### config.mk
export PLATFORM = sky130hd
export DESIGN_NAME = tmc_front
export DESIGN_NICKNAME = d
export VERILOG_FILES = /design/src/hw/rtl/tmc_pkg.sv /design/src/hw/rtl/tmc_front.sv
export SDC_FILE = /design/constraint.sdc
export NUM_CORES = 2
export LEC_CHECK = 0
export BUFFER_PORTS_ARGS = -buffer_cell sky130_fd_sc_hd__buf_2
export CAP_MARGIN = 20
export CORE_MARGIN = 3
export CORE_UTILIZATION = 58
export CTS_CLUSTER_DIAMETER = 30
export DETAILED_ROUTE_END_ITERATION = 16
export PLACE_DENSITY = 0.81
export RECOVER_POWER = 50
export SYNTH_ARGS = -nofsm -noshare
export SYNTH_HDL_FRONTEND = slang
export SYNTH_SLANG_ARGS = --single-unit
### constraint.sdc
create_clock -name clk -period 7.1 [get_ports clk]
set_clock_uncertainty 0.1 [all_clocks]
set_input_delay 1.42 -clock clk [delete_from_list [all_inputs] [get_ports clk]]
set_output_delay 1.42 -clock clk [all_outputs]
set_load 0.03 [all_outputs]
### src/hw/rtl/tmc_pkg.sv
// Shared types, constants and rounding helper for the tilt midpoint calibrator.
package tmc_pkg;

  // Unusable samples in a row that drop the current candidate.
  localparam logic [2:0] INVALID_LIMIT = 3'd5;

  // Classified-item queue between the front and back parts.
  localparam int QUEUE_DEPTH = 4;
  localparam int QUEUE_AW    = $clog2(QUEUE_DEPTH);

  typedef enum logic [2:0] {
    CFG_FILTER_ALPHA   = 3'd0,
    CFG_UPRIGHT_WINDOW = 3'd1,
    CFG_GYRO_MAX       = 3'd2,
    CFG_ACCEL_MIN_SQ   = 3'd3,
    CFG_ACCEL_MAX_SQ   = 3'd4,
    CFG_MAX_SPAN       = 3'd5,
    CFG_MAX_ERROR      = 3'd6,
    CFG_STABLE_TARGET  = 3'd7
  } cfg_idx_t;

  typedef struct packed {
    logic [15:0] filter_alpha;
    logic [14:0] upright_window;
    logic [15:0] gyro_max;
    logic [31:0] accel_min_sq;
    logic [31:0] accel_max_sq;
    logic [15:0] max_span;
    logic [15:0] max_error;
    logic [15:0] stable_target;
  } cfg_t;

  // One classified item as it travels through the queue.
  typedef struct packed {
    logic               func;
    logic signed [15:0] pitch;
    logic               sample_ok;
  } item_t;

  // Q16.16 to whole units, halves away from zero, saturated to 16 bits.
  function automatic logic signed [15:0] to_angle(input logic signed [31:0] q);
    logic signed [32:0] biased;
    logic signed [16:0] r;
    biased = $signed({q[31], q}) + (q[31] ? 33'sd32767 : 33'sd32768);
    r      = biased[32:16];
    if (r > 17'sd32767) begin
      to_angle = 16'sh7fff;
    end else if (r < -17'sd32768) begin
      to_angle = 16'sh8000;
    end else begin
      to_angle = r[15:0];
    end
  endfunction

endpackage

### src/hw/rtl/tmc_front.sv
// Front part: accepts items, squares the accelerometer axes and classifies the sample.
module tmc_front
  import tmc_pkg::*;
(
  input  logic               clk,
  input  logic               rst_n,
  input  cfg_t               cfg,
  input  logic               in_valid,
  output logic               in_stall,
  input  logic               in_func,
  input  logic signed [15:0] in_pitch,
  input  logic signed [15:0] in_gyro_y,
  input  logic signed [15:0] in_accel_x,
  input  logic signed [15:0] in_accel_y,
  input  logic signed [15:0] in_accel_z,
  input  logic [QUEUE_AW:0]  q_count,
  output logic               push,
  output item_t              push_item
);

  logic               s1_valid_r;
  logic               s1_func_r;
  logic signed [15:0] s1_pitch_r;
  logic               s1_pitch_ok_r;
  logic               s1_gyro_ok_r;
  logic [30:0]        s1_sqx_r;
  logic [30:0]        s1_sqy_r;
  logic [30:0]        s1_sqz_r;

  logic signed [16:0] pitch_ext;
  logic signed [16:0] gyro_ext;
  logic [16:0]        pitch_mag;
  logic [16:0]        gyro_mag;
  logic signed [31:0] sqx;
  logic signed [31:0] sqy;
  logic signed [31:0] sqz;
  logic [31:0]        sq_sum;
  logic [QUEUE_AW:0]  occupancy;
  logic               accept;

  // The stage register counts against the queue, so it never has to hold.
  assign occupancy = q_count + (QUEUE_AW + 1)'(s1_valid_r);
  assign in_stall  = occupancy >= (QUEUE_AW + 1)'(QUEUE_DEPTH);
  assign accept    = in_valid && !in_stall;

  assign pitch_ext = {in_pitch[15], in_pitch};
  assign gyro_ext  = {in_gyro_y[15], in_gyro_y};
  assign pitch_mag = pitch_ext[16] ? 17'(-pitch_ext) : 17'(pitch_ext);
  assign gyro_mag  = gyro_ext[16] ? 17'(-gyro_ext) : 17'(gyro_ext);

  assign sqx = in_accel_x * in_accel_x;
  assign sqy = in_accel_y * in_accel_y;
  assign sqz = in_accel_z * in_accel_z;

  always_ff @(posedge clk) begin
    if (!rst_n) begin
      s1_valid_r <= 1'b0;
    end else begin
      s1_valid_r <= accept;
    end
  end

  always_ff @(posedge clk) begin
    if (accept) begin
      s1_func_r     <= in_func;
      s1_pitch_r    <= in_pitch;
      s1_pitch_ok_r <= pitch_mag <= {2'b00, cfg.upright_window};
      s1_gyro_ok_r  <= gyro_mag <= {1'b0, cfg.gyro_max};
      s1_sqx_r      <= sqx[30:0];
      s1_sqy_r      <= sqy[30:0];
      s1_sqz_r      <= sqz[30:0];
    end
  end

  // Three squares of at most 2^30 each still fit in 32 bits.
  assign sq_sum = 32'(s1_sqx_r) + 32'(s1_sqy_r) + 32'(s1_sqz_r);

  assign push                = s1_valid_r;
  assign push_item.func      = s1_func_r;
  assign push_item.pitch     = s1_pitch_r;
  assign push_item.sample_ok = s1_pitch_ok_r && s1_gyro_ok_r &&
                               (sq_sum >= cfg.accel_min_sq) &&
                               (sq_sum <= cfg.accel_max_sq);

endmodule

==> results.md <==
- Final hold slack: 0.6018 ns
- Synth top area cells: fa_1, ha_1, inv_1
- Total GRT Usage: 0.2756
- DR vias/cell: 5.322
- Kind of critical path: input pin to flip-flop
- Ys async rst share: 0
- Final Hold Viols: 0
- Failing checks: capacitance limit, slew limit, setup timing
- Clk Latency, worst-skew pair: 0.37 ns
- Area grow syn2layout: 18.17%
- Core area: 0.05792 sq mm
- Seq/Total Area, Yosys: 0.09652
- Synth unique cells: 63
- Via count: 26370
- Top-area cell type share of the netlist area: 0.4201
- # setup viols final: 2
- Reg-to-Reg Start: push
- Cell area after synthesis: 0.03412 sq mm
- Initial core utilization: 0.5891
- DP HPWL: 73540 um
- Die W: 248.5 um
- Cts hold-fix bufs: 0
- Largest net degree at the start of global routing: 66
- CTS sink count: 110
- Global-route wire length before repair: 138900 um
- WP data arrival: 7.22 ns
- Final WL: 84890 um
- Worst Setup End Kind: flip-flop
- Final #Nets: 5535
- Per-cell routed wire length: 17.13 um
- Vias in the first global route: 28920
- Dpl ws: -0.4551 ns
- IO buf count: 201
- Syn Inst Count: 3616
- Critical Path Source: in_accel_y[1]
- Num ports: 266
- Num CTS Buffers: 9
- RSZ-0062 raised after global routing: yes
- DRC violation count after routing: 0
- Yosys reg bits: 110
- Worst-path clk slew: 0.09 ns
- Net count after synthesis: 4966
- Die area: 0.06177 sq mm
- Synth Flop Type: edfxtp_1
- First drt pass iteration count: 5
- Reg2Reg Depth: 4
- Grt total ovfl: 0
- FILL cells: 4103
- Clock tree buffer depth: 2
- Tmin final: 7.192 ns
- CTS tree: built
- Min-delay worst type: flip-flop to flip-flop
- Worst Max-Slew Pin Slew: 4.447 ns
- Final worst path period share: 1.013
- Setup ws final: -0.09243 ns
- CP endpoint: s1_sqy_r[29]
- EDFF count, synth: 109
- Num rows: 88
- H-tree levels: 3
- Number of max-cap violations: 1
- Max Freq: 0.1390 GHz
- Register area: 0.003293 sq mm
- Footprint of the multi-input gates: 0.02730 sq mm
- Die Ht: 248.5 um
- Status: finished with violations
- CTS root buffer: clkbuf_16
- Initial antenna violation count: 1
- ANT cells: 0
- Crit Path Max Fanout: 6
- CP required: 7.13 ns
- Syn. warnings: 0
- CP startpoint kind: input pin
- Worst slew margin: -1.965
- Worst reg2reg endpoint: s1_sqy_r[12]
- R2R setup slack: 1.48 ns
- Iter 0 DRT Violations: 1633
- Slew Viols, Final: 66
- ANT nets after route: 0
- Area leader, netlist: fa_1
- Share of cells above drive strength 1: 0.1885
- RePlAce Congestion: 0.9499
- Synthesized area per cell: 9.436 sq um
[logic make-up (layout without fill, tap and decap cells)]
| group | after synthesis | after routing | synth area share |
|---|---|---|---|
| simple gates | 704 | 704 | 0.09633 |
| other cells | 1 | 1 | 0.0001099 |
| buf+inv | 1145 | 1719 | 0.1261 |
| flops | 110 | 110 | 0.09652 |
| fa+ha+maj | 1104 | 1104 | 0.5624 |
| mux | 3 | 3 | 0.0009900 |
| compound gates | 369 | 369 | 0.07140 |
| xor+xnor | 180 | 180 | 0.04620 |
[timing repair]
item                       CTS  global route
buffers inserted             2            18
gates resized for setup     20           219
pin swaps                    9            97
setup endpoints to repair    6            27
[worst min path at each step]
stage / from / endpoint / depth (start not counted)
finish: push / push / 3
global route: push / push / 3
CTS: push / push / 3
detailed placement: push / push / 3
global placement: push / push / 3
floorplan: push / push / 3
[per-stage QoR]
stage / setup TNS (ns) / utilization / instance area (sq um) / cells
3_5_place_dp: -7.439 / 0.6745 / 39060 / 4920
4_1_cts: -0.01384 / 0.6818 / 39490 / 4938
2_1_floorplan: -0.03947 / - / 34350 / 3616
6_report: -0.1782 / 0.6962 / 40320 / 4955
3_3_place_gp: -4.721 / 0.6745 / 39060 / 4920
5_1_grt: -1.039 / 0.6962 / 40320 / 4955
[layout by cell type (no fill, tap or decap), types with 13 or more instances in the layout]
cell type,count
nor3_1,21
buf_6,14
nand2_1,252
a21o_1,64
nor2b_1,26
o21bai_1,13
o21ai_0,55
inv_2,21
nand4_1,23
clkbuf_1,37
nand3_1,31
edfxtp_1,109
a21oi_2,16
xor2_1,32
fa_1,700
a21oi_1,90
buf_2,130
fa_2,16
inv_1,1047
nand2b_1,25
ha_4,15
and2_1,87
buf_4,425
o21a_1,24
xnor2_1,140
nor2_1,151
ha_1,372
[critical path, stage by stage]
cell and delay (ns):
buf_2 0.17, and2_4 0.18, fa_2 0.68, fa_1 0.49, fa_2 0.60, fa_2 0.43
fa_1 0.52, inv_1 0.06, fa_1 0.51, inv_2 0.05, ha_4 0.22, and3_4 0.17
a221o_1 0.39, a211oi_2 0.24, a21oi_2 0.11, or3_4 0.39, a21oi_4 0.20, o2111ai_2 0.13
a21oi_2 0.16, xnor2_1 0.08
[layer usage]
layer	global-route usage	vias up	wire, um
li1	-	12070	-
met1	0.3508	13180	32640
met2	0.4910	928	43410
met3	0.03525	198	5537
met4	0.08638	0	3297
met5	0	-	0
[Yosys cell counts (all sizes together) (6+ instances only)]
cell type     n
inv        1072
fa          716
ha          388
nand2       263
nor2        169
xnor2       146
edfxtp      109
a21oi       108
and2         98
clkbuf       66
a21o         64
o21ai        63
xor2         34
nand3        31
nand2b       26
nor2b        26
o21a         24
nand4        23
nor3         23
a211oi       15
o21bai       14
o31ai        14
and3         12
a31o         11
a31oi        10
or2           7
or3           7
a211o         6
or4           6
[registers in the layout, indices dropped and copies added (netlist names)]
signal / cells
s1_sqz_r: 30
s1_func_r: 1
s1_sqx_r: 30
s1_pitch_ok_r: 1
s1_gyro_ok_r: 1
push: 1
s1_sqy_r: 30
s1_pitch_r: 16
[area by class of cell]
cell class / count / share of cell area
tap: 765 / 0.02374
sequential: 110 / 0.08168
multi-input combinational: 2361 / 0.6770
clock inverter: 7 / 0.002265
timing repair buffer: 626 / 0.1088
inverter: 1077 / 0.1009
clock buffer: 9 / 0.005586
Power is not shown: default switching activity piles up to over one toggle a cycle in this logic, so the estimate is an artifact.
