--- src/hw/rtl/tmc_pkg.sv ---
// Shared types, constants and rounding helper for the tilt midpoint calibrator.
package tmc_pkg;

  // Unusable samples in a row that drop the current candidate.
  localparam logic [2:0] INVALID_LIMIT = 3'd5;

  // Classified-item queue between the front and back parts.
  localparam int QUEUE_DEPTH = 4;
  localparam int QUEUE_AW    = $clog2(QUEUE_DEPTH);

  typedef enum logic [2:0] {
    CFG_FILTER_ALPHA   = 3'd0,
    CFG_UPRIGHT_WINDOW = 3'd1,
    CFG_GYRO_MAX       = 3'd2,
    CFG_ACCEL_MIN_SQ   = 3'd3,
    CFG_ACCEL_MAX_SQ   = 3'd4,
    CFG_MAX_SPAN       = 3'd5,
    CFG_MAX_ERROR      = 3'd6,
    CFG_STABLE_TARGET  = 3'd7
  } cfg_idx_t;

  typedef struct packed {
    logic [15:0] filter_alpha;
    logic [14:0] upright_window;
    logic [15:0] gyro_max;
    logic [31:0] accel_min_sq;
    logic [31:0] accel_max_sq;
    logic [15:0] max_span;
    logic [15:0] max_error;
    logic [15:0] stable_target;
  } cfg_t;

  // One classified item as it travels through the queue.
  typedef struct packed {
    logic               func;
    logic signed [15:0] pitch;
    logic               sample_ok;
  } item_t;

  // Q16.16 to whole units, halves away from zero, saturated to 16 bits.
  function automatic logic signed [15:0] to_angle(input logic signed [31:0] q);
    logic signed [32:0] biased;
    logic signed [16:0] r;
    biased = $signed({q[31], q}) + (q[31] ? 33'sd32767 : 33'sd32768);
    r      = biased[32:16];
    if (r > 17'sd32767) begin
      to_angle = 16'sh7fff;
    end else if (r < -17'sd32768) begin
      to_angle = 16'sh8000;
    end else begin
      to_angle = r[15:0];
    end
  endfunction

endpackage

--- src/hw/rtl/tmc_queue.sv ---
// Short queue of classified items between the front and back parts.
module tmc_queue
  import tmc_pkg::*;
(
  input  logic              clk,
  input  logic              rst_n,
  input  logic              push,
  input  item_t             push_item,
  input  logic              pop,
  output item_t             head,
  output logic              not_empty,
  output logic [QUEUE_AW:0] count
);

  item_t                entry_r [QUEUE_DEPTH];
  logic [QUEUE_AW-1:0]  wr_ptr_r;
  logic [QUEUE_AW-1:0]  rd_ptr_r;
  logic [QUEUE_AW:0]    count_r;

  always_ff @(posedge clk) begin
    if (!rst_n) begin
      wr_ptr_r <= '0;
      rd_ptr_r <= '0;
      count_r  <= '0;
    end else begin
      if (push) begin
        wr_ptr_r <= wr_ptr_r + 1'b1;
      end
      if (pop) begin
        rd_ptr_r <= rd_ptr_r + 1'b1;
      end
      count_r <= count_r + (QUEUE_AW + 1)'(push) - (QUEUE_AW + 1)'(pop);
    end
  end

  always_ff @(posedge clk) begin
    if (push) begin
      entry_r[wr_ptr_r] <= push_item;
    end
  end

  assign head      = entry_r[rd_ptr_r];
  assign not_empty = count_r != '0;
  assign count     = count_r;

endmodule

--- config.mk ---
export PLATFORM = sky130hd
export DESIGN_NAME = tmc_queue
export DESIGN_NICKNAME = d
export VERILOG_FILES = /design/src/hw/rtl/tmc_pkg.sv /design/src/hw/rtl/tmc_queue.sv
export SDC_FILE = /design/constraint.sdc
export NUM_CORES = 1
export LEC_CHECK = 0
export CORE_ASPECT_RATIO = 2
export CORE_MARGIN = 2
export CORE_UTILIZATION = 47
export CTS_BUF_LIST = sky130_fd_sc_hd__clkbuf_16
export CTS_CLUSTER_SIZE = 25
export DETAILED_ROUTE_END_ITERATION = 10
export DONT_BUFFER_PORTS = 1
export SYNTH_ARGS = -nofsm -noshare
export SYNTH_HDL_FRONTEND = slang
export SYNTH_SLANG_ARGS = --single-unit
--- constraint.sdc ---
create_clock -name clk -period 4.3 [get_ports clk]
set_input_delay 1.29 -clock clk [delete_from_list [all_inputs] [get_ports clk]]
set_output_delay 1.29 -clock clk [all_outputs]
set_load 0.1 [all_outputs]
==> results by group, run 1 <==
Critical path
  • Worst EP arrival: roughly 2100 ps
  • Crit-path slowest cell: mux4_1
  • Setup crit start kind: register
  • Buffers & Inverters on Critical Path: 0
  • Reg-to-reg endpoint: count[2]
  • CP max FO: 18
  • Max incr delay on CP: between 900 and 1000 ps
  • CP top delay family: multiplexers
  • Worst R2R Path Depth: 8
  • Crit end category: output pin
  • Crit Path Class: reg -> out
  • Flop2flop setup slack: roughly 2200 ps
  • Crit-path cells: mux4_1
  • Worst r2r src: count[0]
  • CP required: between 3000 and 4000 ps

Die
  • Die Wd: between 60 and 70 um
  • Core ar.: ~6300 um^2
  • I/O Pins: 44
  • Chip Height: ~120 um
  • Die area: between 7000 and 8000 um^2
  • Row count: between 40 and 50
  • Starting density of the core: 0.488

Clock network
  • Post-CTS sizing: 0
  • Num CTS Buffers: 9
  • Setup bufs post-CTS: 0
  • Clock buffer depth: 2
  • Clk sink count: between 80 and 90
  • CTS clk-pin slew, worst paths: 60 ps
  • CTS tree: done
  • Hold bufs inserted after CTS: 0
  • H-tree levels: 3
  • Clk_lat worst skew: 320 ps
  • CTS root buffer: clkbuf_16

Detailed routing
  • Via density: 5.31
  • DR vias: 1269
  • WL/cell: between 15 and 20 um
  • Final WL: 4660 um
  • Total iterations of the first detailed-routing run: 4
  • DRC viols: 0
  • DR iter-0 viols: 42
  • DRT antenna net count: 0

Outcome
  • Status: complete, no violations

STA
  • RSZ-0062 raised after global routing: false
  • Period utilization: 0.791
  • Final WS setup: about 900 ps
  • Max transition margin: 0.344
  • Final hold viol count: 0
  • Slew Limit Fails: 0
  • Setup TNS: 0 ps
  • Final Skew: 4.83 ps
  • Slew of the pin with the lowest slew margin: 984 ps
  • Tmin final: 3400 ps
  • Maximum clock rate: roughly 300 MHz
  • Final setup fails: 0

Global routing
  • First-pass GRT wire length: about 7500 um
  • Initial antenna violation count: 0
  • Grt ovf: 0
  • Pin count of the biggest net entering global routing: 19
  • GRT Total Usage: 0.151
  • Vias in the first global route: approximately 1400

Min path
  • Type of the worst min-delay path: reg -> reg
  • Hold Path Depth: 2
  • Hold_sp: rd_ptr_r[1]

Synth
  • Syn. warnings: 0
  • Syn_area_per_cell: about 23 um^2
  • Top cells by count, synth: 72 x edfxtp_1, 10 x mux4_2, 9 x dfxtp_1
  • Count leader, synth: edfxtp_1
  • EDFF count, synth: 72
  • Synth unique cells: 19
  • Post-Syn Nets: about 170
  • Post-synth top area share: 0.703
  • Yosys top cell by area: edfxtp_1
  • Ys async rst share: 0
  • Cells after Synth: around 140
  • Seq cells post-synth: 81
  • Main synth FF type: edfxtp_1
  • Register area share after synthesis: 0.761
  • Synth area leaders: edfxtp_1 70%, mux4_2 7.3%, mux4_1 6.8%, dfxtp_1 5.9%, ha_1 2.4%
  • Synthesized area: around 3100 um^2

Power
  • Worst vdd ir: around 0.4 mV
  • Clock power share: 0.344
  • Comb power frac: 0.206
  • Int Pwr: 0.00142 W
  • P_sw: roughly 0.00062 W
  • Switching part of the total: 0.304
  • Seq pwr share: 0.450
  • Leakage power: 1.17 nW
  • PwrDens: a little under 600 nW/um^2

Finish
  • Area added between synthesis and finish: 12.4%
  • Layout cell share with drive strength beyond 1: 0.176
  • Diode count: 0
  • Final #Nets: between 150 and 200
  • Final cell count without fillers: approximately 240

Flow run
  • Max cap viols: 0

Place
  • Final HPWL DP: about 3100 um
  • Buffers on Ports: 0
  • Routability Congestion: between 0.6 and 0.7
  • DP Cell Count: 223
  • Setup WS pre-CTS: 1160 ps
[how the worst max path moves through the flow]
stage                            to  startpoint  slack, ps  depth (start not counted)
after floorplan           not_empty    count[1]       1230                          1
after global placement      head[4]    register       1200                          1
after detailed placement    head[4]    register       1160                          1
after CTS                   head[4]    register        810                          1
after global routing        head[4]    register        760                          1
final                       head[4]    register        900                          1
[layout make-up]
| class | instances | area (um^2) |
|---|---|---|
| fill | 499 | 2850 |
| sequential | 81 | 2340 |
| multi-input combinational | 44 | 667 |
| clock buffer | 9 | 225 |
| tap | 86 | 108 |
| clock inverter | 7 | 53.8 |
| timing repair buffer | 5 | 37.5 |
| inverter | 7 | 26.3 |
[metal layers]
metal / GRT usage / wire length (um) / up-vias
met5: 0 / 0 / -
met2: 0.245 / 2520 / 32
met3: 0.0656 / 318 / 10
met1: 0.155 / 1710 / 655
met4: 0.0815 / 118 / 0
li1: - / - / 572
[placed cells by master, fill, tap and decap left out, drive strengths merged]
cell type	n
a21bo	1
a21oi	1
and2	6
buf	5
bufinv	1
clkbuf	9
clkinv	4
dfxtp	9
edfxtp	72
fa	1
ha	6
inv	9
mux2i	1
mux4	18
nand3b	1
nor2	5
or3	1
xnor2	2
xor3	1
[sequential cells by signal, indices dropped and copies added (netlist names), named ones only]
signal / flops
rd_ptr_r: 2
wr_ptr_r: 2
count: 3
entry_r: 72
[through the flow]
step                      hold slack (ps)  utilization  cell area [um^2]  power (W)
after floorplan                       499            -              3080    0.00132
after global placement                513        0.504              3180    0.00135
after detailed placement              554        0.504              3180    0.00136
after CTS                             563        0.548              3460    0.00206
after global routing                  608        0.548              3460    0.00211
final                                 559        0.548              3460    0.00205
[power groups by stage]
stage / Clock [W] / Combinational [W] / Sequential (W)
floorplan: 0 / 0.000333 / 0.000990
global placement: 0 / 0.000418 / 0.000935
detailed placement: 0 / 0.000426 / 0.000939
CTS: 0.000715 / 0.000427 / 0.000922
global route: 0.000749 / 0.000436 / 0.000925
finish: 0.000703 / 0.000421 / 0.000921
[cell families after synthesis]
kind of cell	Yosys count	synth area share
mux	19	0.145
compound gates	2	0.00488
buf+inv	11	0.0220
flops	81	0.761
simple gates	13	0.0228
fa+ha+maj	7	0.0309
xor+xnor	3	0.0134
(Power assumes the default switching activity.)
==> run 2, diff against run 1 <==
ABC_AREA = 1   (was unset)
clock period = 2.9 ns   (was 4.3 ns; I/O delays follow)
==> run 2 against run 1 <==
Against the previous run:
- combinational power up 83%
- power up 61%
- register-to-register slack worse by 870 ps
- sequential power up 48%
- largest power group unchanged
==> results by group, run 2 <==
Finish
  • Diode count: 0 (unchanged)
  • Commonest non-fill, non-tap cell in the layout: edfxtp_1
  • Final #Nets: 321 (+81%)
  • Area added between synthesis and finish: 23.7%
  • Max FFs per register: 72 (unchanged)
  • Fin util: 0.592 (+0.0438)
  • Most frequent cells in the layout: 72 x edfxtp_1, 52 x inv_1, 46 x nand2_1
  • Final Cell Area: 4080 um^2 (+18%)
  • Largest reg by FF count: entry_r
  • Layout cell share with drive strength beyond 1: 0.155 (-0.0216)

Synth
  • Yosys top cell by area: edfxtp_1
  • Largest family of logic cells by synthesized area: compound AO/OA/AOI/OAI gates
  • Synth area leaders: edfxtp_1 66%, inv_1 5.8%, dfxtp_1 5.5%, nand2_1 5.2%, o211ai_1 4.1%
  • Post-Syn Nets: 293 (+78%)
  • Cells after Synth: 264 (+94%)
  • Top cells by count, synth: 72 x edfxtp_1, 51 x inv_1, 46 x nand2_1
  • Register area share after synthesis: 0.711 (-0.0506)
  • Syn_area_per_cell: 12.5 um^2 (-45%)
  • Post-synth top area share: 0.656 (-0.0467)
  • Syn. warnings: 0 (unchanged)
  • Synth unique cells: 16 (-3)
  • EDFF count, synth: 72 (unchanged)
  • Simple logic cell fraction of the synthesized area: 0.0566 (+0.0338)
  • Count leader, synth: edfxtp_1
  • Seq cells post-synth: 81 (unchanged)
  • Post-Synth Adder-Cell Area: 0.0289 (-0.00205)
  • Synthesized area: 3300 um^2 (+7.1%)
  • Ys async rst share: 0 (unchanged)
  • Mux contribution to synthesized area: 0 (-0.145)
  • Compound-Gate Fraction of Synth Area: 0.112 (+0.107)
  • Main synth FF type: edfxtp_1
  • Post-Synth XOR/XNOR Area: 0 (-0.0134)

Clock network
  • H-tree levels: 3 (unchanged)
  • CTS root buffer: clkbuf_16
  • Clk sink count: 81 (unchanged)
  • Clk_lat worst skew: 330 ps (about the same)
  • Setup bufs post-CTS: 0 (unchanged)
  • Hold bufs inserted after CTS: 0 (unchanged)
  • Num CTS Buffers: 9 (unchanged)
  • CTS clk-pin slew, worst paths: 60 ps (about the same)
  • CTS tree: done
  • Post-CTS sizing: 0 (unchanged)
  • Clock buffer depth: 2 (unchanged)

STA
  • Maximum clock rate: 398 MHz
  • Period utilization: 0.867
  • Final setup fails: 0 (unchanged)
  • Tmin final: between 2000 and 3000 ps
  • Final Skew: 7.39 ps (+2.56 ps)
  • Final hold viol count: 0 (unchanged)
  • RSZ-0062 raised after global routing: false
  • Max transition margin: 0.697 (+0.353)
  • Setup TNS: 0 ps (unchanged)
  • Slew of the pin with the lowest slew margin: 455 ps (-530 ps)
  • Slew Limit Fails: 0 (unchanged)

Place
  • Final HPWL DP: 3980 um (+28%)
  • Buffers on Ports: 0 (unchanged)
  • Routability Congestion: 0.703 (+7.2%)
  • Placement Cell Area: 3770 um^2 (+18%)

Detailed routing
  • Total iterations of the first detailed-routing run: 4 (unchanged)
  • Via density: 4.95 (-6.8%)
  • DR vias: 1915 (+51%)
  • Final WL: 5870 um (+26%)
  • WL/cell: 15.2 um (-22%)
  • DRT antenna net count: 0 (unchanged)
  • DR iter-0 viols: 56 (+33%)
  • DRC viols: 0 (unchanged)

Global routing
  • GRT Max-Usage Layer: met2
  • Initial antenna violation count: 0 (unchanged)
  • GRT Total Usage: 0.166 (+0.0150)
  • First-pass GRT wire length: 9270 um (+24%)
  • Met2 usage: 0.305 (+0.0598)
  • Grt ovf: 0 (unchanged)
  • Pin count of the biggest net entering global routing: 37 (+18)
  • M1 GR Usage: 0.161 (+0.00598)
  • Vias in the first global route: 1867 (+31%)
  • GR Util met3: 0.0513 (-0.0143)

Critical path
  • CP required: 2030 ps (-980 ps)
  • Setup crit start kind: register
  • Crit Path Class: reg -> out
  • CP max FO: 24 (+6)
  • Worst EP arrival: 1650 ps (-460 ps)
  • Crit end category: output pin
  • Worst r2r src: wr_ptr_r[0]

Die
  • Chip Height: 122 um (+3.4%)
  • Starting density of the core: 0.479 (-0.00905)
  • Row count: 43 (+4.9%)
  • Core ar.: 6890 um^2 (+9.1%)
  • I/O Pins: 44 (unchanged)
  • Die Wd: 63.2 um (+3.3%)
  • Die area: 7740 um^2 (+6.8%)

Power
  • Leakage power: 1.64 nW (+40%)
  • P_sw: 0.000988 W (+59%)
  • Int Pwr: 0.00230 W (+62%)
  • Comb power frac: 0.234 (+0.028)
  • Clock power share: 0.353 (+0.009)
  • Seq pwr share: 0.413 (-0.037)
  • Switching part of the total: 0.300 (-0.00374)
  • Worst vdd ir: 0.622 mV (+59%)
  • PwrDens: 807 nW/um^2 (+36%)

Min path
  • Hold_sp: rd_ptr_r[1]
  • Type of the worst min-delay path: reg -> reg

Flow run
  • Max cap viols: 0 (unchanged)

Outcome
  • Status: complete, no violations
run 2: changes by cell type in the layout (fill, tap and decap cells not counted), sizes merged, moves of 4 or more:
cell	before	now
nand2	0	46
nor2	5	1
and2	6	0
inv	9	52
buf	5	29
o21ai	0	22
mux4	18	0
o211ai	0	18
a21oi	1	24
run 2: power groups by stage:
stage               combinational, W  clock, W  sequential (W)
finish                      0.000769   0.00116         0.00136
global route                0.000802   0.00124         0.00136
CTS                         0.000776   0.00118         0.00136
detailed placement          0.000775         0         0.00138
global placement            0.000765         0         0.00138
floorplan                   0.000470         0         0.00145
run 2: path summary, 6_finish.rpt:
path,end,slack [ps],cells after the start
max,head[5],380,5
min,register,460,2
max reg2reg,entry_r[2][13],1320,5
min reg2reg,register,460,2
run 2: area by class of cell:
type                       count  area, um^2
clock buffer                   9         225
clock inverter                 7        86.3
fill                         589        2810
inverter                      51         191
multi-input combinational    120         651
sequential                    81        2340
tap                           90         113
timing repair buffer          29         468
run 2: worst max-delay path: stages (launching register included):
cell,delay (ps)
dfxtp_2,600
buf_12,220
nand2_1,60
o211ai_1,110
nand2_1,130
buf_12,180
run 2: metal layers:
metal,vias up,share of wire
met5,-,0
met4,0,0.025
met3,12,0.057
met2,45,0.56
met1,908,0.35
li1,950,-
run 2: logic make-up after synthesis:
family,count (synthesis)
fa+ha+maj,7
simple gates,49
compound gates,64
buf+inv,63
flops,81
run 2: stage by stage:
| step | setup slack (ps) | total power (W) | cells | hold slack, ps |
|---|---|---|---|---|
| 3_3_place_gp | 740 | 0.00215 | 371 | 450 |
| 5_1_grt | 252 | 0.00340 | 387 | 499 |
| 3_5_place_dp | 701 | 0.00216 | 371 | 455 |
| 4_1_cts | 343 | 0.00332 | 387 | 463 |
| 2_1_floorplan | 109 | 0.00192 | 264 | 436 |
| 6_report | 385 | 0.00329 | 387 | 457 |
